## src/design/rmq_pkg.sv

```systemverilog
// shared constants for the rotation matrix to quaternion block
`default_nettype none
package rmq_pkg;
    localparam int DATA_WIDTH_DEF = 16;
    localparam int FRAC_BITS_DEF  = 14;
    localparam int QUEUE_DEPTH    = 4;

    localparam logic [1:0] SEL_X = 2'd0;
    localparam logic [1:0] SEL_Y = 2'd1;
    localparam logic [1:0] SEL_Z = 2'd2;

    // signed width of the radicand 1 + a - b - c
    function automatic int rad_width(input int w, input int f);
        return ((f + 1 > w) ? f + 1 : w) + 2;
    endfunction
endpackage
`default_nettype wire

```

## src/design/rmq_queue.sv

```systemverilog
// short queue between front and back
`default_nettype none
module rmq_queue #(
    parameter int FW    = 100,
    parameter int DEPTH = 4
) (
    input  wire logic          i_clk,
    input  wire logic          i_rst_n,
    input  wire logic          i_valid,
    output logic               o_ready,
    input  wire logic [FW-1:0] i_data,
    output logic               o_valid,
    input  wire logic          i_ready,
    output logic [FW-1:0]      o_data
);
    import rmq_pkg::*;
    localparam int AW = (DEPTH > 1) ? $clog2(DEPTH) : 1;

    logic [FW-1:0] r_mem [0:DEPTH-1];
    logic [AW:0]   r_wp, r_rp;
    logic          push, pop, full, empty;

    assign empty   = (r_wp == r_rp);
    assign full    = (r_wp[AW-1:0] == r_rp[AW-1:0]) && (r_wp[AW] != r_rp[AW]);
    assign o_ready = !full;
    assign o_valid = !empty;
    assign o_data  = r_mem[r_rp[AW-1:0]];
    assign push    = i_valid && !full;
    assign pop     = i_ready && !empty;

    always_ff @(posedge i_clk) begin
        if (!i_rst_n) begin
            r_wp <= '0;
            r_rp <= '0;
        end else begin
            if (push) begin
                r_wp <= r_wp + 1'b1;
            end
            if (pop) begin
                r_rp <= r_rp + 1'b1;
            end
        end
        if (push) begin
            r_mem[r_wp[AW-1:0]] <= i_data;
        end
    end
endmodule
`default_nettype wire

```

## config.mk

```make
export PLATFORM = sky130hd
export DESIGN_NAME = rmq_queue
export DESIGN_NICKNAME = d
export VERILOG_FILES = /design/src/design/rmq_pkg.sv /design/src/design/rmq_queue.sv
export SDC_FILE = /design/constraint.sdc
export NUM_CORES = 1
export LEC_CHECK = 0
export BUFFER_PORTS_ARGS = -buffer_cell sky130_fd_sc_hd__buf_4
export CAP_MARGIN = 10
export CORE_UTILIZATION = 47
export DETAILED_ROUTE_END_ITERATION = 10
export GPL_ROUTABILITY_DRIVEN = 1
export GPL_TIMING_DRIVEN = 0
export PLACE_DENSITY = 0.65
export SKIP_LAST_GASP = 1
export SLEW_MARGIN = 20
export SYNTH_ARGS = -nofsm -noshare
export SYNTH_HDL_FRONTEND = slang
export SYNTH_SLANG_ARGS = --single-unit
```

## constraint.sdc

```tcl
create_clock -name i_clk -period 8.2 [get_ports i_clk]
set_clock_uncertainty 0.2 [all_clocks]
set_input_delay 0.41 -clock i_clk [delete_from_list [all_inputs] [get_ports i_clk]]
set_output_delay 0.41 -clock i_clk [all_outputs]
set_load 0.01 [all_outputs]
```

* After elaboration in Yosys (flattened, before gate mapping)
Memory sizes are Yosys's and may differ from the RTL's. A register that Yosys moved wholly into a read port is not among the register bits. Index checks and enable logic that the tools add are counted.
Cells by class: $add $sub $neg 2, multiply operators 0, divide/modulo/power cells 0, magnitude comparators 0, equal/unequal tests 3, shift-type cells 0, muxes and demuxes 4, bitwise gates (word level) 0, reduce and logical (&&, ||, !) cells 5
Operators with widths (count):
- $add A3 B1 Y3 const B | 2
- $mux W2 | 2
- $eq A3 B3 Y1 | 1
- $logic_and A1 B1 Y1 | 3
- $eq A2 B2 Y1 | 1
- $logic_not A1 Y1 | 2
- $mux W1 | 2
- $ne A1 B1 Y1 | 1
Word-level totals: flip-flop bits (word level) 6, bits in latches 0, bits in writable memories 400, bits in read-only memories 0, input bits 104, output and inout bits 102, word-level logic and storage cells 17, memories 1
Memory list:
- r_mem | depth 4, width 100, read ports 1, clocked after memory_dff 1, wr ports 1, RTL line rmq_queue.sv:19 | logic [FW-1:0] r_mem [0:DEPTH-1];

* Logic depth before layout (Yosys ltp)
depth after elaboration 6, mapped depth 5, depth with buffers taken out 4

* Least setup slack after synthesis
Ideal clock, no wire load.
kind flip-flop to flip-flop, start reg r_wp[0], end mem r_mem[3][0], enable pin, setup time 592 ps, data arrival time 5660 ps, required time 7408 ps, setup slack 1748 ps, cell stages (with the launch flop) 4, path buffers 0, period minus slack after synthesis 6452 ps, cells stage by stage dfxtp_1 xor2_1 nor2_1 a21oi_1
On the way: word-level cells in the longest chain between the ends 6
Ends and longest elaborated chain:
- start, declared | RTL line rmq_queue.sv:20 | logic [AW:0] r_wp, r_rp;
- start signal, assigned | RTL line rmq_queue.sv:37 | r_wp <= r_wp + 1'b1;
- $eq A2 B2 Y1 | RTL line rmq_queue.sv:24 | assign full = (r_wp[AW-1:0] == r_rp[AW-1:0]) && (r_wp[AW] != r_rp[AW]);
- $logic_and A1 B1 Y1 | RTL line rmq_queue.sv:24
- $logic_not A1 Y1 | RTL line rmq_queue.sv:28 | assign push = i_valid && !full;
- $logic_and A1 B1 Y1 | RTL line rmq_queue.sv:28
- $mux W1 | RTL line rmq_queue.sv:43 | if (push) begin
- $mux W1 (implied by the code) | RTL line rmq_queue.sv:44 | r_mem[r_wp[AW-1:0]] <= i_data;
- end, declared | RTL line rmq_queue.sv:19
Parallel ways exist; a longest one is shown, timed or not.

==> summary.md <==
| Metric | Value |
|---|---|
| Outcome | finished clean |
| Initial core utilization | between 40% and 50% |
| Share of cells above drive strength 1 | roughly 40% |
| Routed vias/inst | roughly 5.3 |
| CP Launch Type | register |
| Final WL | ~29,000 um |
| Drt pass-1 iters | 5 |
| Async set-reset flop share out of synthesis | 0% |
| Crit-path slowest cell | buf_1 |
| PwrDens | roughly 300 nW/um^2 |
| Antenna Cells | 0 |
| Synth area leaders | edfxtp_1 (80%), mux4_2 (15%), dfxtp_1 (1.1%), ha_1 (0.42%), buf_2 (0.37%) |
| Data required time at the worst endpoint | approximately 7.6 ns |
| Slew headroom | between 50% and 60% |
| DR iter-0 viols | ~500 |
| Dpl ws | about 5.4 ns |
| Clk_lat worst skew | 0.51 ns |
| Total CTS buffers | 42 |
| RSZ-0062 raised after global routing | no |
| Clock sinks | just over 400 |
| Initial antenna violation count | 0 |
| Commonest non-fill, non-tap cell in the layout | edfxtp_1 |
| Global placer's final weighted congestion | roughly 0.78 |
| Worst Setup Slack, final | ~5.2 ns |
| Global routing usage on met3 | 3.92% |
| CP Capture Type | primary output |
| Internal cell power | around 4.5 mW |
| Switching Fraction | 26.0% |
| Fmax | roughly 340 MHz |
| WL per Instance | about 21 um |
| Setup Buffers After CTS | 0 |
| Width of the die | approximately 180 um |
| Grt peak-use layer | met2 |
| Min Clock Period, post-route | 2.95 ns |
| Tightest Pin Transition | roughly 0.70 ns |
| Grt met2 use | 31.4% |
| Total gr overflow | 0 |
| Yosys cell types | 29 |
| Slew Viols, Final | 0 |
| First-pass GRT wire length | 44,800 um |
| Antenna violation net count after detailed routing | 0 |
| WS Path Type | reg -> out |
| Port buffer count | around 210 |
| Core ar. | approximately 31,000 um^2 |
| DIE AREA | between 30,000 and 40,000 um^2 |
| Clock tree buffer depth | 3 |
| Io pins | 206 |
| Most frequent cells in the layout | edfxtp_1 (400), buf_4 (205), dlygate4sd3_1 (101), mux4_2 (100), clkbuf_16 (45) |
| Post-synthesis cell count | 590 |
| Via count | 7,365 |
| Area growth syn-to-layout | 31.2% |
| Net switching power | 1.57 mW |
| Die Height | 180 um |
| Synthesized area per cell | roughly 25 um^2 |
| Tightest Hold Check Type | in -> reg |
| Yosys warns | 0 |
| Max Cap Viol | 0 |
| Met1 GRT Util | between 20% and 30% |
| Flop2flop setup slack | 5.40 ns |
| Clock power share | 29.4% |
| Fin. Hold Viols | 0 |
| Crit path largest cell delay | roughly 0.59 ns |
| Tot GR Track Use | between 10% and 20% |
| CTS tree | yes |
| Post-synthesis register bit count | roughly 410 |
| Sequential fraction of the synthesis area | between 80% and 90% |
| NumNets Final | 1,061 |
| Period utilization | 36.0% |
| Seq pwr share | about 45% |
| Worst Path Arrival | approximately 2.3 ns |
| Worst path cell trace | clkbuf_2, buf_1, mux4_2, buf_4 |
| VDD IR-drop max | 0.211 mV |
| Post-synth top area share | roughly four fifths |
| Placement Rows | between 60 and 70 |
| Largest net degree at the start of global routing | 43 |
| Largest area contributor in the netlist | edfxtp_1 |
| Leakage power | around 6.7 nW |
| Vias in the first global route | about 8,000 |
| Combinational power share | between 20 and 30% |
| H-tree depth | 2 |
| Mapped Nets | between 600 and 700 |
| Clock-pin slew on the worst setup and hold paths | 0.06 ns |
| Power, Total | between 6 and 7 mW |
| Final setup viols | 0 |
| Synthesized cell area | between 10,000 and 15,000 um^2 |
| Worst-path maximum fanout | 10 |
| Most used DFF post-synth | edfxtp_1 |
| Post-DP HPWL | 18,400 um |
| CTS Root Cell | clkbuf_16 |
| Number of flops mapped to enable cells by yosys | 400 |
| # DRC | 0 |
sequential cells by signal (all words and copies together), names as in the netlist, named ones only:
name,count
r_rp,3
r_mem,400
r_wp,3
worst max-delay path, delay by kind of cell, from the launching register on:
kind,cells,cell delay [ns]
buf+inv,3,1.10
mux,1,0.43
flops,1,0.30
path summary, 6_finish.rpt:
kind                                from            to  depth (start not counted)
worst max-delay path            register    o_data[94]                          4
worst min-delay path             i_valid       r_wp[1]                          3
worst max register to register   r_wp[0]  r_mem[3][41]                          6
worst min register to register   r_wp[2]       r_wp[2]                          2
power by group through the flow:
stage	logic (mW)	registers [mW]	clock network (mW)
2_1_floorplan	0.821	2.77	0
3_3_place_gp	1.44	2.81	0
3_5_place_dp	1.54	2.76	0
4_1_cts	1.58	2.72	1.83
5_1_grt	1.66	2.74	1.91
6_report	1.55	2.72	1.78
area by class of cell:
type / instances / area [um^2]
inverter: 5 / 18.8
sequential: 408 / 12200
clock buffer: 54 / 1160
clock inverter: 20 / 143
timing repair buffer: 318 / 2850
fill: 2110 / 11300
tap: 396 / 495
buffer: 24 / 116
multi-input combinational: 153 / 2650
through the flow:
stage | TNS, ns | hold slack [ns] | cells | utilization [%] | area (um^2)
floorplan | 0 | 0.301 | 590 | - | 14900
global placement | -186.06 | 0.326 | 1191 | 54.9 | 17000
detailed placement | 0 | 0.347 | 1203 | 55.9 | 17300
CTS | 0 | 0.0479 | 1378 | 63.4 | 19600
global route | 0 | 0.0661 | 1378 | 63.4 | 19600
finish | 0 | 0.0678 | 1378 | 63.4 | 19600
what timing repair did:
item                      in CTS  in global routing
hold endpoints to repair     401                  0
hold buffers                 101                  0
gates resized for setup        0                  0
cells in the mapped netlist, types with 2 or more instances:
library cell	count
edfxtp_1	400
mux4_2	100
buf_2	11
buf_1	10
dfxtp_1	8
ha_1	5
inv_1	5
nand2_1	5
a211o_1	4
and2_1	4
nand3b_1	4
o21ai_0	4
a21oi_1	3
nand3_1	3
xnor2_1	3
xor2_1	3
a31oi_1	2
a41oi_1	2
nand4_1	2
nor3_1	2
o211ai_1	2
metal layers:
layer | up-vias | routed length (um)
li1 | 3270 | -
met1 | 3806 | 11800
met2 | 251 | 14900
met3 | 38 | 1780
met4 | 0 | 538
met5 | - | 0
cells by family after synthesis:
family	synth area share, %
buf+inv	0.905
compound gates	0.880
fa+ha+maj	0.419
simple gates	0.871
xor+xnor	0.352
mux	15.1
flops	81.5
No activity file was read; power rests on OpenSTA's default activity.
