===== src/design/rmq_pkg.sv =====
// shared constants for the rotation matrix to quaternion block
`default_nettype none
package rmq_pkg;
    localparam int DATA_WIDTH_DEF = 16;
    localparam int FRAC_BITS_DEF  = 14;
    localparam int QUEUE_DEPTH    = 4;

    localparam logic [1:0] SEL_X = 2'd0;
    localparam logic [1:0] SEL_Y = 2'd1;
    localparam logic [1:0] SEL_Z = 2'd2;

    // signed width of the radicand 1 + a - b - c
    function automatic int rad_width(input int w, input int f);
        return ((f + 1 > w) ? f + 1 : w) + 2;
    endfunction
endpackage
`default_nettype wire


===== src/design/rmq_if.sv =====
// handshake channels for matrices in and quaternions out
`default_nettype none
interface rmq_in_if #(parameter int DATA_WIDTH = 16);
    logic valid;
    logic ready;
    logic signed [DATA_WIDTH-1:0] e11, e12, e13, e21, e22, e23, e31, e32, e33;
    modport source (output valid, e11, e12, e13, e21, e22, e23, e31, e32, e33,
                    input ready);
    modport sink (input valid, e11, e12, e13, e21, e22, e23, e31, e32, e33,
                  output ready);
endinterface

`default_nettype wire


===== src/design/rmq_front.sv =====
// front stage: picks e11 or e22 if strictly largest, else e33; forms radicand and numerators
`default_nettype none
module rmq_front #(
    parameter int DATA_WIDTH = 16,
    parameter int FRAC_BITS  = 14,
    parameter int FW         = 100
) (
    input  wire logic          i_clk,
    input  wire logic          i_rst_n,
    rmq_in_if.sink             i_item,
    output logic               o_valid,
    input  wire logic          i_ready,
    output logic [FW-1:0]      o_data
);
    import rmq_pkg::*;
    localparam int W  = DATA_WIDTH;
    localparam int TW = rad_width(DATA_WIDTH, FRAC_BITS);
    localparam int NW = W + 1;

    logic               r_vld;
    logic [FW-1:0]      r_data;
    logic [FW-1:0]      n_data;
    logic signed [TW-1:0] a, b, c, p, o1, o2, t;
    logic signed [NW-1:0] n0, n1, n2;
    logic [NW-1:0]      m0, m1, m2;
    logic [1:0]         sel;

    function automatic logic signed [NW-1:0] ext(input logic signed [W-1:0] v);
        return NW'(v);
    endfunction

    always_comb begin
        a = TW'(i_item.e11);
        b = TW'(i_item.e22);
        c = TW'(i_item.e33);
        if (a > b && a > c) begin
            sel = SEL_X; p = a; o1 = b; o2 = c;
            n0 = ext(i_item.e32) - ext(i_item.e23);
            n1 = ext(i_item.e12) + ext(i_item.e21);
            n2 = ext(i_item.e31) + ext(i_item.e13);
        end else if (b > a && b > c) begin
            sel = SEL_Y; p = b; o1 = a; o2 = c;
            n0 = ext(i_item.e13) - ext(i_item.e31);
            n1 = ext(i_item.e12) + ext(i_item.e21);
            n2 = ext(i_item.e23) + ext(i_item.e32);
        end else begin
            sel = SEL_Z; p = c; o1 = a; o2 = b;
            n0 = ext(i_item.e21) - ext(i_item.e12);
            n1 = ext(i_item.e31) + ext(i_item.e13);
            n2 = ext(i_item.e23) + ext(i_item.e32);
        end
        t  = (TW'(1) <<< FRAC_BITS) + p - o1 - o2;
        m0 = n0[NW-1] ? NW'(-n0) : NW'(n0);
        m1 = n1[NW-1] ? NW'(-n1) : NW'(n1);
        m2 = n2[NW-1] ? NW'(-n2) : NW'(n2);
        n_data = {sel, (t <= 0), t, n0[NW-1], n1[NW-1], n2[NW-1], m0, m1, m2};
    end

    assign i_item.ready = !r_vld || i_ready;
    assign o_valid      = r_vld;
    assign o_data       = r_data;

    always_ff @(posedge i_clk) begin
        if (!i_rst_n) begin
            r_vld <= 1'b0;
        end else if (i_item.ready) begin
            r_vld <= i_item.valid;
        end
        if (i_item.ready && i_item.valid) begin
            r_data <= n_data;
        end
    end
endmodule
`default_nettype wire


===== src/flat_wrapper.sv =====
// flat-port wrapper written by rule: the top's interface ports become plain ports
module rmq_front_flat import rmq_pkg::*;
#(
    parameter int DATA_WIDTH = 16,
    parameter int FRAC_BITS  = 14,
    parameter int FW         = 100
)
  (i_clk, i_rst_n, o_valid, i_ready, o_data, i_item_valid, i_item_e11, i_item_e12, i_item_e13, i_item_e21, i_item_e22, i_item_e23, i_item_e31, i_item_e32, i_item_e33, i_item_ready);
  rmq_in_if #(.DATA_WIDTH(DATA_WIDTH)) i_item_i ();
  input  wire logic i_clk;
  input  wire logic i_rst_n;
  output logic o_valid;
  input  wire logic i_ready;
  output logic [FW-1:0] o_data;
  input wire logic [$bits(i_item_i.valid)-1:0] i_item_valid;
  input wire logic [$bits(i_item_i.e11)-1:0] i_item_e11;
  input wire logic [$bits(i_item_i.e12)-1:0] i_item_e12;
  input wire logic [$bits(i_item_i.e13)-1:0] i_item_e13;
  input wire logic [$bits(i_item_i.e21)-1:0] i_item_e21;
  input wire logic [$bits(i_item_i.e22)-1:0] i_item_e22;
  input wire logic [$bits(i_item_i.e23)-1:0] i_item_e23;
  input wire logic [$bits(i_item_i.e31)-1:0] i_item_e31;
  input wire logic [$bits(i_item_i.e32)-1:0] i_item_e32;
  input wire logic [$bits(i_item_i.e33)-1:0] i_item_e33;
  output wire logic [$bits(i_item_i.ready)-1:0] i_item_ready;
  assign i_item_i.valid = i_item_valid;
  assign i_item_i.e11 = i_item_e11;
  assign i_item_i.e12 = i_item_e12;
  assign i_item_i.e13 = i_item_e13;
  assign i_item_i.e21 = i_item_e21;
  assign i_item_i.e22 = i_item_e22;
  assign i_item_i.e23 = i_item_e23;
  assign i_item_i.e31 = i_item_e31;
  assign i_item_i.e32 = i_item_e32;
  assign i_item_i.e33 = i_item_e33;
  assign i_item_ready = i_item_i.ready;
  rmq_front #(.DATA_WIDTH(DATA_WIDTH), .FRAC_BITS(FRAC_BITS), .FW(FW)) u_core (.i_clk(i_clk), .i_rst_n(i_rst_n), .i_item(i_item_i), .o_valid(o_valid), .i_ready(i_ready), .o_data(o_data));
endmodule

===== config.mk =====
export PLATFORM = sky130hd
export DESIGN_NAME = rmq_front_flat
export DESIGN_NICKNAME = d
export VERILOG_FILES = /design/src/design/rmq_pkg.sv /design/src/design/rmq_if.sv /design/src/design/rmq_front.sv /design/src/flat_wrapper.sv
export SDC_FILE = /design/constraint.sdc
export NUM_CORES = 1
export LEC_CHECK = 0
export ABC_AREA = 1
export BUFFER_PORTS_ARGS = -buffer_cell sky130_fd_sc_hd__buf_2
export CAP_MARGIN = 20
export CORE_MARGIN = 5
export CORE_UTILIZATION = 45
export DETAILED_ROUTE_END_ITERATION = 6
export PLACE_DENSITY = 0.72
export SLEW_MARGIN = 0
export SYNTH_ARGS = -nofsm -noshare
export SYNTH_HDL_FRONTEND = slang
export SYNTH_SLANG_ARGS = --single-unit

===== constraint.sdc =====
create_clock -name i_clk -period 4.8 [get_ports i_clk]
set_clock_uncertainty 0.1 [all_clocks]
set_input_delay 0.48 -clock i_clk [delete_from_list [all_inputs] [get_ports i_clk]]
set_output_delay 0.48 -clock i_clk [all_outputs]
set_load 0.005 [all_outputs]

After elaboration in Yosys (flattened, before gate mapping)
Cells that the tools add are included.
{"block": "word_totals", "input_bits": 148, "regBits": 76, "out_inout_bits": 102}
{"block": "classes", "add_sub_neg": 12, "reduce_logical": 5, "muxes": 14, "magnitude_cmp": 5}
{"op": "$mux W18", "n": 5}
{"op": "$mux W17", "n": 5}
{"op": "$gt A16 B16 Y1", "n": 4}
{"op": "$add A16 B16 Y17", "n": 3}
{"op": "$neg A17 Y17", "n": 3}
{"op": "$sub A16 B16 Y17", "n": 3}
{"op": "$mux W16", "n": 3}
{"op": "$sub A18 B18 Y18", "n": 2}
{"op": "$add A16 B18 Y18 const A", "n": 1}
{"op": "$le A18 B1 Y1 const B", "n": 1}
{"op": "$logic_and A1 B1 Y1", "n": 3}
{"op": "$mux W2", "n": 1}
{"op": "$logic_not A1 Y1", "n": 1}
{"op": "$logic_or A1 B1 Y1", "n": 1}

Logic depth before layout (Yosys ltp)
{"block": "depth", "word_depth": 8, "mapped_depth": 38, "mapped_depth_nobuf": 37}

Worst setup path after synthesis
No wires, ideal clock.
{"block": "synth_path", "path_type": "input-to-reg", "startpoint": "input i_item_e33[15]", "endpoint": "register u_core.r_data[72], in the netlist u_core.o_data[72] (data pin)", "path_slack_ns": -0.480, "path_stages": 34, "setup_ns": 0.130, "required_ns": 4.570, "t_arrival_ns": 5.050, "n_path_buf": 3, "path_cell_list": "inv_1 -> ha_1 -> nand2_1 -> nor2_2 -> nand2_1 -> nor2_1 -> nand2_1 -> nand4_1 -> nand2_1 -> nor2_2 -> nand2_4 -> nand2_8 -> buf_8 -> buf_6 -> clkbuf_1 -> nand2_1 -> o21ai_0 -> fa_1 -> ha_1 -> ha_1 -> nand3_1 -> nand2_1 -> a21oi_1 -> o21ai_0 -> a21boi_0 -> o21ai_0 -> nand2_1 -> nand2_1 -> nand2_1 -> nand2_1 -> inv_1 -> nor3_1 -> nand4_1 -> nand2_1"}
{"block": "synth_between", "elab_chain_len": 8, "elab_cells_between_ends": 13}
{"item": "start: declaration", "line": "flat_wrapper.sv:24", "source": "input wire logic [$bits(i_item_i.e33)-1:0] i_item_e33;"}
{"item": "$gt A16 B16 Y1", "line": "rmq_front.sv:41", "source": "end else if (b > a && b > c) begin"}
{"item": "$logic_and A1 B1 Y1", "line": "rmq_front.sv:41"}
{"item": "$mux W18", "line": "rmq_front.sv:41"}
{"item": "$mux W18", "line": "rmq_front.sv:36", "source": "if (a > b && a > c) begin"}
{"item": "$add A16 B18 Y18", "line": "rmq_front.sv:52", "source": "t = (TW'(1) <<< FRAC_BITS) + p - o1 - o2;"}
{"item": "$sub A18 B18 Y18", "line": "rmq_front.sv:52"}
{"item": "$sub A18 B18 Y18 *", "line": "rmq_front.sv:52"}
{"item": "net u_core.n_data[69]", "line": "rmq_front.sv:22", "source": "logic [FW-1:0] n_data;"}
{"item": "$le A18 B1 Y1 *", "line": "rmq_front.sv:56", "source": "n_data = {sel, (t <= 0), t, n0[NW-1], n1[NW-1], n2[NW-1], m0, m1, m2};"}
{"item": "net u_core.n_data[72]", "line": "rmq_front.sv:22"}
{"item": "end signal: assignment", "line": "rmq_front.sv:70", "source": "r_data <= n_data;"}
{"item": "end: declaration", "line": "rmq_front.sv:21", "source": "logic [FW-1:0] r_data;"}
Mark *: on every way through the listed nets, which the timed path passes. The rest lies on a longest branch.
A chain may end at the register's enable or synchronous reset.

Worst setup path in the final report
{"block": "layout_path", "startpoint": "input i_item_e11[14]", "endpoint": "register u_core.r_data[72], in the netlist u_core.o_data[72] (data pin)"}
{"block": "layout_between", "elab_chain_len": 8, "elab_cells_between_ends": 14}
{"item": "start: declaration", "line": "flat_wrapper.sv:16", "source": "input wire logic [$bits(i_item_i.e11)-1:0] i_item_e11;"}
{"item": "$gt A16 B16 Y1", "line": "rmq_front.sv:41"}
{"item": "$logic_and A1 B1 Y1", "line": "rmq_front.sv:41"}
{"item": "$mux W18", "line": "rmq_front.sv:41"}
{"item": "$mux W18", "line": "rmq_front.sv:36"}
{"item": "$add A16 B18 Y18", "line": "rmq_front.sv:52"}
{"item": "$sub A18 B18 Y18", "line": "rmq_front.sv:52"}
{"item": "$sub A18 B18 Y18 *", "line": "rmq_front.sv:52"}
{"item": "net u_core.n_data[71]", "line": "rmq_front.sv:22"}
{"item": "$le A18 B1 Y1 *", "line": "rmq_front.sv:56"}
{"item": "net u_core.n_data[72]", "line": "rmq_front.sv:22"}
Marked as above.

==> metrics <==
HPWL after detailed placement=~34 mm; nature of the critical path endpoint=register; Area growth syn-to-layout=22.99%; Pwr Density=~450 nW/um2; Util after Layout=0.5574; Vias per Instance=5.199; maximum clock insertion buffer count=2; first-pass GRT wire length=around 60 mm; total gr overflow=0; sequential element share of the synthesized area=0.1810; # hold bufs at CTS=0; Largest stage delay, worst path=slightly above 0.6 ns; Synth Instances=about 1800; H-Tree Level Count=3; Sink Count=76; Hold Path Origin=i_rst_n; mux cell area share after synthesis=0; Fillers=around 2700; Post-Synth Adder-Cell Area=0.2141; Rows=61; Hold Crit Endpoint=u_core.o_valid$_SDFFE_PN0N_; switching portion of total power=0.4489; worst r2r src=u_core.o_valid$_SDFFE_PN0N_; Worst EP arrival=about 4.7 ns; total number of vias=~13000; number of synthesized flops with an enable pin=75; Initial Util=0.4532; Synth Area in Compound Gates=0.1355; YS warnings=0; Comb power frac=0.714; HP Class=input pin to register; crit path buf inv count=8; Seq pwr share=0.176; Remaining DRCs=0; RSZ-0062 raised after global routing=yes; final period utilization=0.9825; Main synth FF type=edfxtp_1; slowest CP cell=fa_1; GRT Overall Usage=0.2395; Cells on Worst Hold Path=2; Detail Route Antenna Nets=0; max-cap viol count=0; status=completed; asr flop ratio synth=0; placed cells=~2500; WP data required=around 4.8 ns; Syn Area/Cell=~6.8 um2; post-synth top area cell=edfxtp_1; endpoints failing hold=0; synthesized cell area=approximately 13000 um2; final non-filler cell total=2538; CP top delay family=adder cells; Peak supply drop=0.2834 mV; min Tclk post-route=around 4.7 ns; Slew headroom=0.3858; Slew @ Worst Pin=0.9213 ns; kind of critical path=input pin to register; Num CTS Buffers=9; drt initial violations=about 850; Clk pwr share=0.110; Buffers on Ports=around 220; post-synthesis xor/xnor area fraction=0.06976; Die Area=around 31000 um2; post-layout net count=2504; WL/cell=15.70 um; root buffer cell=clkbuf_16; initial antenna violation count=0; Worst Path Max Fanout=7; post-synthesis register bit count=76; DRT Wirelength=between 30 and 40 mm; First-pass DRT Iterations=5; share of cells above drive strength 1=0.2130; die extent in x=around 180 um; Yosys cell types=55; largest family of logic cells by synthesized area=simple AND/OR/NAND/NOR gates; register-to-register setup slack=3.08 ns; top cells by area, synth=edfxtp_1 (18%), ha_1 (18%), nand2_1 (15%); CTS tree=built; static leakage=8.163 nW; Internal Pwr Total=between 3 and 4 mW; R2R cell count=2; IO Pins=250; endpoints failing setup=0; FMAX=between 0.2 and 0.25 GHz; Net Sw Power=~3 mW; clock latency at the later pin of the worst-skew pair=0.34 ns; simple-gate area share of the yosys netlist=0.2815; largest net degree at the start of global routing=76; share of the synthesized area in the top cell type=0.1794; ANT cells=0; Std-Cell Core Area=27710 um2; die height=177.0 um; pins over their slew limit=0; reg-to-reg endpoint=u_core.o_data[33]$_SDFFCE_PP0P_; vias in the first global route=around 12000; CP startpoint kind=input pin; clock transition at the registers of the reported paths=roughly 0.060 ns; Placer Congestion=0.9941
power by group through the flow:
stage	logic (mW)	registers [mW]	clock network (mW)
3_3_place_gp	4.38	1.23	0
4_1_cts	4.49	1.22	0.767
3_5_place_dp	4.46	1.23	0
2_1_floorplan	2.74	1.23	0
6_report	4.92	1.21	0.755
5_1_grt	5.42	1.23	0.794
sequential cells by signal (all words and copies together) (netlist names):
signal,cells
u_core.o_data,75
u_core.o_valid,1
cells in the mapped netlist, types with 23 or more instances:
cell type and instances:
inv_1 262, edfxtp_1 75, clkbuf_1 23, nor2_1 110
ha_1 178, nand4_1 26, xor2_1 84, fa_1 23
buf_4 32, nand2_1 498, a21oi_1 122, nand3_1 122
o21ai_0 100
layer usage:
layer | GRT usage | part of all wire
met5 | 0 | 0
met4 | 0.06351 | 0.024
met3 | 0.02222 | 0.063
met2 | 0.4195 | 0.48
met1 | 0.3169 | 0.43
kinds of logic after synthesis:
family          Yosys count
simple gates            827
buf+inv                 343
compound gates          300
fa+ha+maj               201
xor+xnor                100
flops                    76
other cells               1
per-stage QoR:
| step | worst slack (ns) | hold slack, ns | setup TNS (ns) | power, mW | instance area [um2] |
|---|---|---|---|---|---|
| 2_1_floorplan | -0.05816 | 0.4229 | -0.05816 | 3.978 | 12830 |
| 6_report | 0.08416 | 0.2938 | 0 | 6.887 | 15440 |
| 5_1_grt | -0.2160 | 0.3112 | -0.3407 | 7.443 | 15440 |
| 4_1_cts | 0.02083 | 0.2874 | 0 | 6.469 | 15070 |
| 3_3_place_gp | -0.1416 | 0.4239 | -0.2067 | 5.606 | 14740 |
| 3_5_place_dp | -0.3284 | 0.4431 | -1.216 | 5.689 | 14740 |
repair_timing:
item | CTS | global route
resized for setup | 0 | 55
hold endpoints to repair | 0 | 0
endpoints found under the setup margin | 0 | 7
setup buffers | 0 | 11
layout make-up:
type	instances	area, um2	area share
Timing Repair Buffer	346	2063	0.1336
Inverter	267	1008	0.06531
Tap cell	378	473.0	0.03063
Multi-Input combinational cell	1455	9301	0.6023
Sequential cell	76	2272	0.1471
Clock buffer	9	225.2	0.01458
Clock inverter	7	98.84	0.006401
how the worst max path moves through the flow:
stage / startpoint / end / slack (ns) / depth (start not counted)
finish: i_item_e11[14] / u_core.o_data[72]$_DFFE_PP_ / 0.08 / 31
global placement: i_item_e33[15] / u_core.o_data[72]$_DFFE_PP_ / -0.14 / 29
global route: i_item_e33[15] / u_core.o_data[72]$_DFFE_PP_ / -0.22 / 30
detailed placement: i_item_e33[11] / u_core.o_data[72]$_DFFE_PP_ / -0.33 / 33
CTS: i_item_e33[11] / u_core.o_data[72]$_DFFE_PP_ / 0.02 / 33
floorplan: i_item_e33[15] / u_core.o_data[72]$_DFFE_PP_ / -0.06 / 34
layout by cell type (no fill, tap or decap), types with 9 or more instances in the layout:
| master | count |
|---|---|
| nand2_1 | 492 |
| inv_1 | 260 |
| buf_2 | 223 |
| ha_1 | 163 |
| nand3_1 | 120 |
| buf_4 | 120 |
| a21oi_1 | 112 |
| nor2_1 | 103 |
| xor2_1 | 83 |
| o21ai_0 | 79 |
| edfxtp_1 | 75 |
| o21ai_1 | 30 |
| nand4_1 | 26 |
| conb_1 | 25 |
| fa_1 | 22 |
| nor3_1 | 19 |
| nand2_2 | 18 |
| xnor2_1 | 15 |
| ha_4 | 14 |
| nand3b_1 | 13 |
| o221ai_1 | 12 |
| o21ai_2 | 12 |
| nor2_2 | 11 |
| o21bai_1 | 11 |
| clkbuf_16 | 9 |
No activity file was read; power rests on OpenSTA's default activity.
